==> src/sv/sptt_pkg.sv <==
// shared types and constants for the sparse polynomial term table
`timescale 1ns / 1ps
`default_nettype none
package sptt_pkg;
   localparam int COEF_W = 32;
   localparam int EXP_W  = 6;
   localparam int STAT_W = 3;
   localparam int CNT_W  = 5;

   localparam logic [STAT_W-1:0] ST_ZERO    = 3'd0;
   localparam logic [STAT_W-1:0] ST_INSERT  = 3'd1;
   localparam logic [STAT_W-1:0] ST_MERGE   = 3'd2;
   localparam logic [STAT_W-1:0] ST_REMOVE  = 3'd3;
   localparam logic [STAT_W-1:0] ST_FULL    = 3'd4;
   localparam logic [STAT_W-1:0] ST_EVAL    = 3'd5;

   localparam logic OP_INSERT = 1'b0;
   localparam logic OP_EVAL   = 1'b1;

   localparam logic signed [COEF_W-1:0] Q_ONE = 32'sh0001_0000;

   // commands from controller to datapath
   typedef struct packed {
      logic load;       // capture request
      logic scan_rd;    // read entry at scan index
      logic scan_inc;   // advance scan index
      logic merge_wr;   // write merged coefficient
      logic mark;       // keep insertion position, index to count
      logic shift_up;   // move one entry up (insert)
      logic shift_dn;   // move one entry down (remove)
      logic place;      // write new term at position
      logic pw_init;    // power := 1.0
      logic pw_mul;     // power := power * x
      logic term_mul;   // product := coef * power
      logic acc_add;    // acc += product
      logic cnt_inc;
      logic cnt_dec;
      logic rsp;        // present result
      logic [STAT_W-1:0] status;
   } cmd_type;

   // status from datapath to controller
   typedef struct packed {
      logic op_eval;
      logic coef_zero;
      logic scan_end;   // index reached count
      logic exp_greater;
      logic exp_equal;
      logic sum_zero;
      logic full;
      logic pw_done;    // power step count reached exponent
      logic shift_done;
      logic at_pos;     // index back at insertion position
   } sts_type;
endpackage
`default_nettype wire

==> src/sv/sptt_ctrl.sv <==
// controller state machine sequencing insert and evaluate
`timescale 1ns / 1ps
`default_nettype none
module sptt_ctrl import sptt_pkg::*; (
   input  wire logic    clock,
   input  wire logic    reset,
   input  wire logic    start,
   output logic         busy,
   output cmd_type      cmd,
   input  wire sts_type sts
);
   typedef enum logic [9:0] {
      S_IDLE  = 10'b0000000001,
      S_DEC   = 10'b0000000010,
      S_READ  = 10'b0000000100,
      S_CMP   = 10'b0000001000,
      S_SHUP  = 10'b0000010000,
      S_SHDN  = 10'b0000100000,
      S_PW    = 10'b0001000000,
      S_TERM  = 10'b0010000000,
      S_ACC   = 10'b0100000000,
      S_DONE  = 10'b1000000000
   } state_type;

   state_type state_ff, state_in;
   logic [STAT_W-1:0] st_ff, st_in;

   always_ff @(posedge clock) begin
      if (reset) begin
         state_ff <= S_IDLE; st_ff <= ST_ZERO;
      end else begin
         state_ff <= state_in; st_ff <= st_in;
      end
   end

   assign busy = state_ff != S_IDLE;

   // next state and commands
   always_comb begin
      state_in = state_ff;
      st_in    = st_ff;
      cmd      = '0;
      cmd.status = st_ff;
      case (state_ff)
         S_IDLE: begin
            if (start) begin
               cmd.load = 1'b1; state_in = S_DEC;
            end
         end
         S_DEC: begin
            if (!sts.op_eval && sts.coef_zero) begin
               st_in = ST_ZERO; state_in = S_DONE;
            end else state_in = S_READ;
         end
         S_READ: begin
            if (sts.scan_end) begin
               if (sts.op_eval) begin
                  st_in = ST_EVAL; state_in = S_DONE;
               end else if (sts.full) begin
                  st_in = ST_FULL; state_in = S_DONE;
               end else begin
                  // new lowest exponent goes straight in at the end
                  cmd.mark = 1'b1; st_in = ST_INSERT; state_in = S_SHUP;
               end
            end else begin
               cmd.scan_rd = 1'b1;
               state_in = sts.op_eval ? S_PW : S_CMP;
               if (sts.op_eval) cmd.pw_init = 1'b1;
            end
         end
         S_CMP: begin
            if (sts.exp_greater) begin
               cmd.scan_inc = 1'b1; state_in = S_READ;
            end else if (sts.exp_equal) begin
               if (sts.sum_zero) begin
                  cmd.merge_wr = 1'b0; st_in = ST_REMOVE; state_in = S_SHDN;
                  cmd.rsp = 1'b0;
                  // ovf impossible when sum is zero
               end else begin
                  cmd.merge_wr = 1'b1; st_in = ST_MERGE; state_in = S_DONE;
               end
            end else if (sts.full) begin
               st_in = ST_FULL; state_in = S_DONE;
            end else begin
               cmd.mark = 1'b1; st_in = ST_INSERT; state_in = S_SHUP;
            end
         end
         S_SHUP: begin
            // shift entries up from the top down to the insertion point
            if (sts.at_pos) begin
               cmd.place = 1'b1; cmd.cnt_inc = 1'b1; state_in = S_DONE;
            end else cmd.shift_up = 1'b1;
         end
         S_SHDN: begin
            if (sts.shift_done) begin
               cmd.cnt_dec = 1'b1; state_in = S_DONE;
            end else cmd.shift_dn = 1'b1;
         end
         S_PW: begin
            if (sts.pw_done) state_in = S_TERM;
            else cmd.pw_mul = 1'b1;
         end
         S_TERM: begin
            cmd.term_mul = 1'b1; state_in = S_ACC;
         end
         S_ACC: begin
            cmd.acc_add = 1'b1; cmd.scan_inc = 1'b1; state_in = S_READ;
         end
         S_DONE: begin
            cmd.rsp = 1'b1; state_in = S_IDLE;
         end
         default: state_in = S_IDLE;
      endcase
   end

   a_onehot: assert property (@(posedge clock) disable iff (reset) $onehot(state_ff))
      else $error("state not one-hot");
   a_busy: assert property (@(posedge clock) disable iff (reset)
      cmd.rsp |=> !busy) else $error("busy after result");
   a_noload: assert property (@(posedge clock) disable iff (reset)
      busy |-> !cmd.load) else $error("load while busy");
endmodule
`default_nettype wire

==> config.mk <==
export PLATFORM = sky130hd
export DESIGN_NAME = sptt_ctrl
export DESIGN_NICKNAME = d
export VERILOG_FILES = /design/src/sv/sptt_pkg.sv /design/src/sv/sptt_ctrl.sv
export SDC_FILE = /design/constraint.sdc
export NUM_CORES = 1
export LEC_CHECK = 0
export BUFFER_PORTS_ARGS = -buffer_cell sky130_fd_sc_hd__buf_2
export CORE_UTILIZATION = 52
export DETAILED_ROUTE_END_ITERATION = 8
export PLACE_DENSITY = 0.94
export SYNTH_ARGS = -nofsm -noshare
export SYNTH_HDL_FRONTEND = slang
export SYNTH_SLANG_ARGS = --single-unit
==> constraint.sdc <==
create_clock -name clock -period 2.85 [get_ports clock]
set_input_delay 0.1425 -clock clock [delete_from_list [all_inputs] [get_ports clock]]
set_output_delay 0.1425 -clock clock [all_outputs]
set_load 0.05 [all_outputs]
==> flow_summary.ini <==
[placed_design]
gp_congestion = 0.8951
io_buffers = 31
hpwlAfterDp_mm = 2.047

[final_layout]
regArea_sq_um = 260.3
drive_above_1_share_pct = 30.82
mostFrequentLayoutCells = buf_2 (31), nor2_1 (17), dfxtp_1 (13)
diodes = 0
multi_input_area_sq_um = 630.6
area_growth_pct = 21.00
fill_cells = 134
layout.nets = 160
final_common_cell = buf_2

[clock_tree]
clk_latency_ns = 0.30
ctsResizeCount = 0
clockRootBuffer = clkbuf_4
cts_setup_buffers = 0
clkTransAtPathRegs_ns = 0.10
cts_tree = done
h-tree-depth = 1
numCtsBuffers = 3
clock-sinks = 13
cts_hold_buf = 0
cts_buffer_depth = 2

[grt]
grt_pass1_wl_mm = 4.409
antenna_found_initial = 0
overflow = 0
grt_max_degree = 12
groute.usage.overall_pct = 30.59
grt_pass1_vias = 995

[power]
p_per_area_mw_per_mm2 = 449.2
pwr-share-seq_pct = 41.1
leakagePower_uw = 0.0005159
intPower_uw = 300.9
ir_drop_v = 0.0003496
p_switching_uw = 204.4
p_comb_share_pct = 33.3
clockPowerShare_pct = 25.7
p_sw_share_pct = 40.46

[critical_path]
worstRegToRegCells = 5
arrival_ns = 2.24
crit_top_cell = nor2_1
crit_type = reg2out
worst-r2r-setup-slack_ns = 0.90
cpMaxStageDelayCell = nor2_1
cp-end-kind = output pin
critPathMaxFanout = 8
worstReg2RegStart = state_ff[3]
r2r_end = state_ff[9]
crit_path_start_kind = register
critPathMaxStageDelay_ns = 0.46
startpoint = state_ff[3]
cp.required_ns = 2.71
cp-endpoint = cmd[17]
path_cells = nor2_1, nand3b_2, or3_1, nor2_1, buf_2

[timing]
max_freq_mhz = 419.7
fin_crit_sh_pct = 83.61
final_max_slew_viol_count = 0
final_hold_viol_count = 0
fin_tns_setup_ns = 0
fin_skew_ns = 0.01787
min_period_ns = 2.383
rsz0062_at_grt = false
tightest_slew_ns = 0.5428
finalHoldWorstSlack_ns = 0.04541
finalSetupViolCount = 0
slew_headroom_pct = 63.68

[synthesis]
synth.yosys.warnings = 0
synthesis.area_sq_um = 929.6
yosysSeqAreaShare_pct = 27.99
syn_nets = 127
syn_inst = 114
syn_area_per_cell_sq_um = 8.155
dominantRegCellSynth = dfxtp_1
ys_types = 45
synth-async-reset-ratio_pct = 0
synth_edf_count = 0
synth-seq-cells = 13

[detailed_routing]
wl_per_cell_microns = 15.99
firstDrtPassIters = 4
maxUsedRoutingLayer = met4
wl_met2_mm = 1.296
dr_wl_met3_microns = 323
drcViolationCount = 0
drt_iter0_drc = 65
vias_per_cell = 6.341
ant_nets = 0
drt-met1-wl_mm = 1.014
drt-total-wl_mm = 2.719
vias = 1078

[status]
status = complete, no violations

[hold_path]
hold_class = in2reg
hold_path_depth = 2
min_from = sts[7]

[floorplanning]
coreArea_sq_mm = 0.001594
ios = 32
num_rows = 14
die-area_sq_mm = 0.001961
die_x_microns = 44.28
die_h_microns = 44.28
initial_core_util_pct = 58.32

[job]
cap_violations = 0
worst min path at each step:
stage                  end  slack, ns
6_report       state_ff[3]       0.05
5_1_grt        state_ff[3]       0.06
4_1_cts        state_ff[3]       0.04
3_5_place_dp   state_ff[3]       0.36
3_3_place_gp   state_ff[3]       0.36
2_1_floorplan  state_ff[3]       0.22
power groups by stage:
stage                     clock [uW]  sequential (uW)  combinational [uW]
after floorplan                    0              208                 123
after global placement             0              210                 158
after detailed placement           0              212                 166
after CTS                        125              207                 166
after global routing             133              210                 180
final                            130              208                 168
layout make-up:
class                      instances  share of cell area, %
clock buffer                       4                  2.336
inverter                           4                  1.335
multi-input combinational         93                  56.06
timing repair buffer              32                  14.46
tap                               24                  2.670
sequential                        13                  23.14
cell usage after synthesis (2+ instances only):
library cell / instances / area, sq um
nor2_1: 17 / 63.81
dfxtp_1: 13 / 260.3
nor3_1: 9 / 45.04
nand2b_1: 7 / 43.79
a21oi_1: 6 / 30.03
inv_1: 4 / 15.01
nor2b_1: 3 / 18.77
nor4b_2: 3 / 45.04
o21ai_0: 3 / 15.01
or3_1: 3 / 18.77
a31oi_1: 2 / 12.51
and2_1: 2 / 12.51
and3_1: 2 / 12.51
buf_4: 2 / 15.01
nand2_1: 2 / 7.510
nand3_1: 2 / 10.01
nand4_1: 2 / 12.51
nor4_1: 2 / 12.51
nor4_2: 2 / 25.02
o21bai_1: 2 / 15.01
o22a_1: 2 / 17.52
per-layer routing:
| layer | vias up | global-route usage [%] |
|---|---|---|
| met5 | - | 0 |
| met4 | 0 | 12.73 |
| met3 | 14 | 8.980 |
| met2 | 78 | 48.53 |
| met1 | 488 | 38.73 |
| li1 | 498 | - |
worst max-delay path, delay by kind of cell (launching register included):
kind,cells,cell delay (ns)
AND/OR/NAND/NOR,4,1.27
flip-flops,1,0.39
buffers and inverters,1,0.27
registers in the layout, indices dropped and copies added (netlist names):
signal	flops
st_ff	3
state_ff	10
cell families (layout without fill, tap and decap cells):
kind of cell | after synthesis | after routing | synth area share, %
simple gates | 65 | 65 | 45.76
buf+inv | 8 | 40 | 4.170
xor+xnor | 1 | 1 | 0.9423
compound gates | 27 | 27 | 21.13
flops | 13 | 13 | 27.99
metrics by stage:
stage | utilization (%) | instance area, sq um | power, uW | instances | setup WS [ns]
3_3_place_gp | 68.92 | 1099 | 367.7 | 166 | 0.9699
3_5_place_dp | 68.92 | 1099 | 377.3 | 166 | 0.8519
2_1_floorplan | - | 929.6 | 330.4 | 114 | 0.2202
4_1_cts | 70.57 | 1125 | 498.4 | 170 | 0.5212
5_1_grt | 70.57 | 1125 | 522.7 | 170 | 0.3877
6_report | 70.57 | 1125 | 505.3 | 170 | 0.4673
Note: power is estimated with default switching activity, not from simulation.
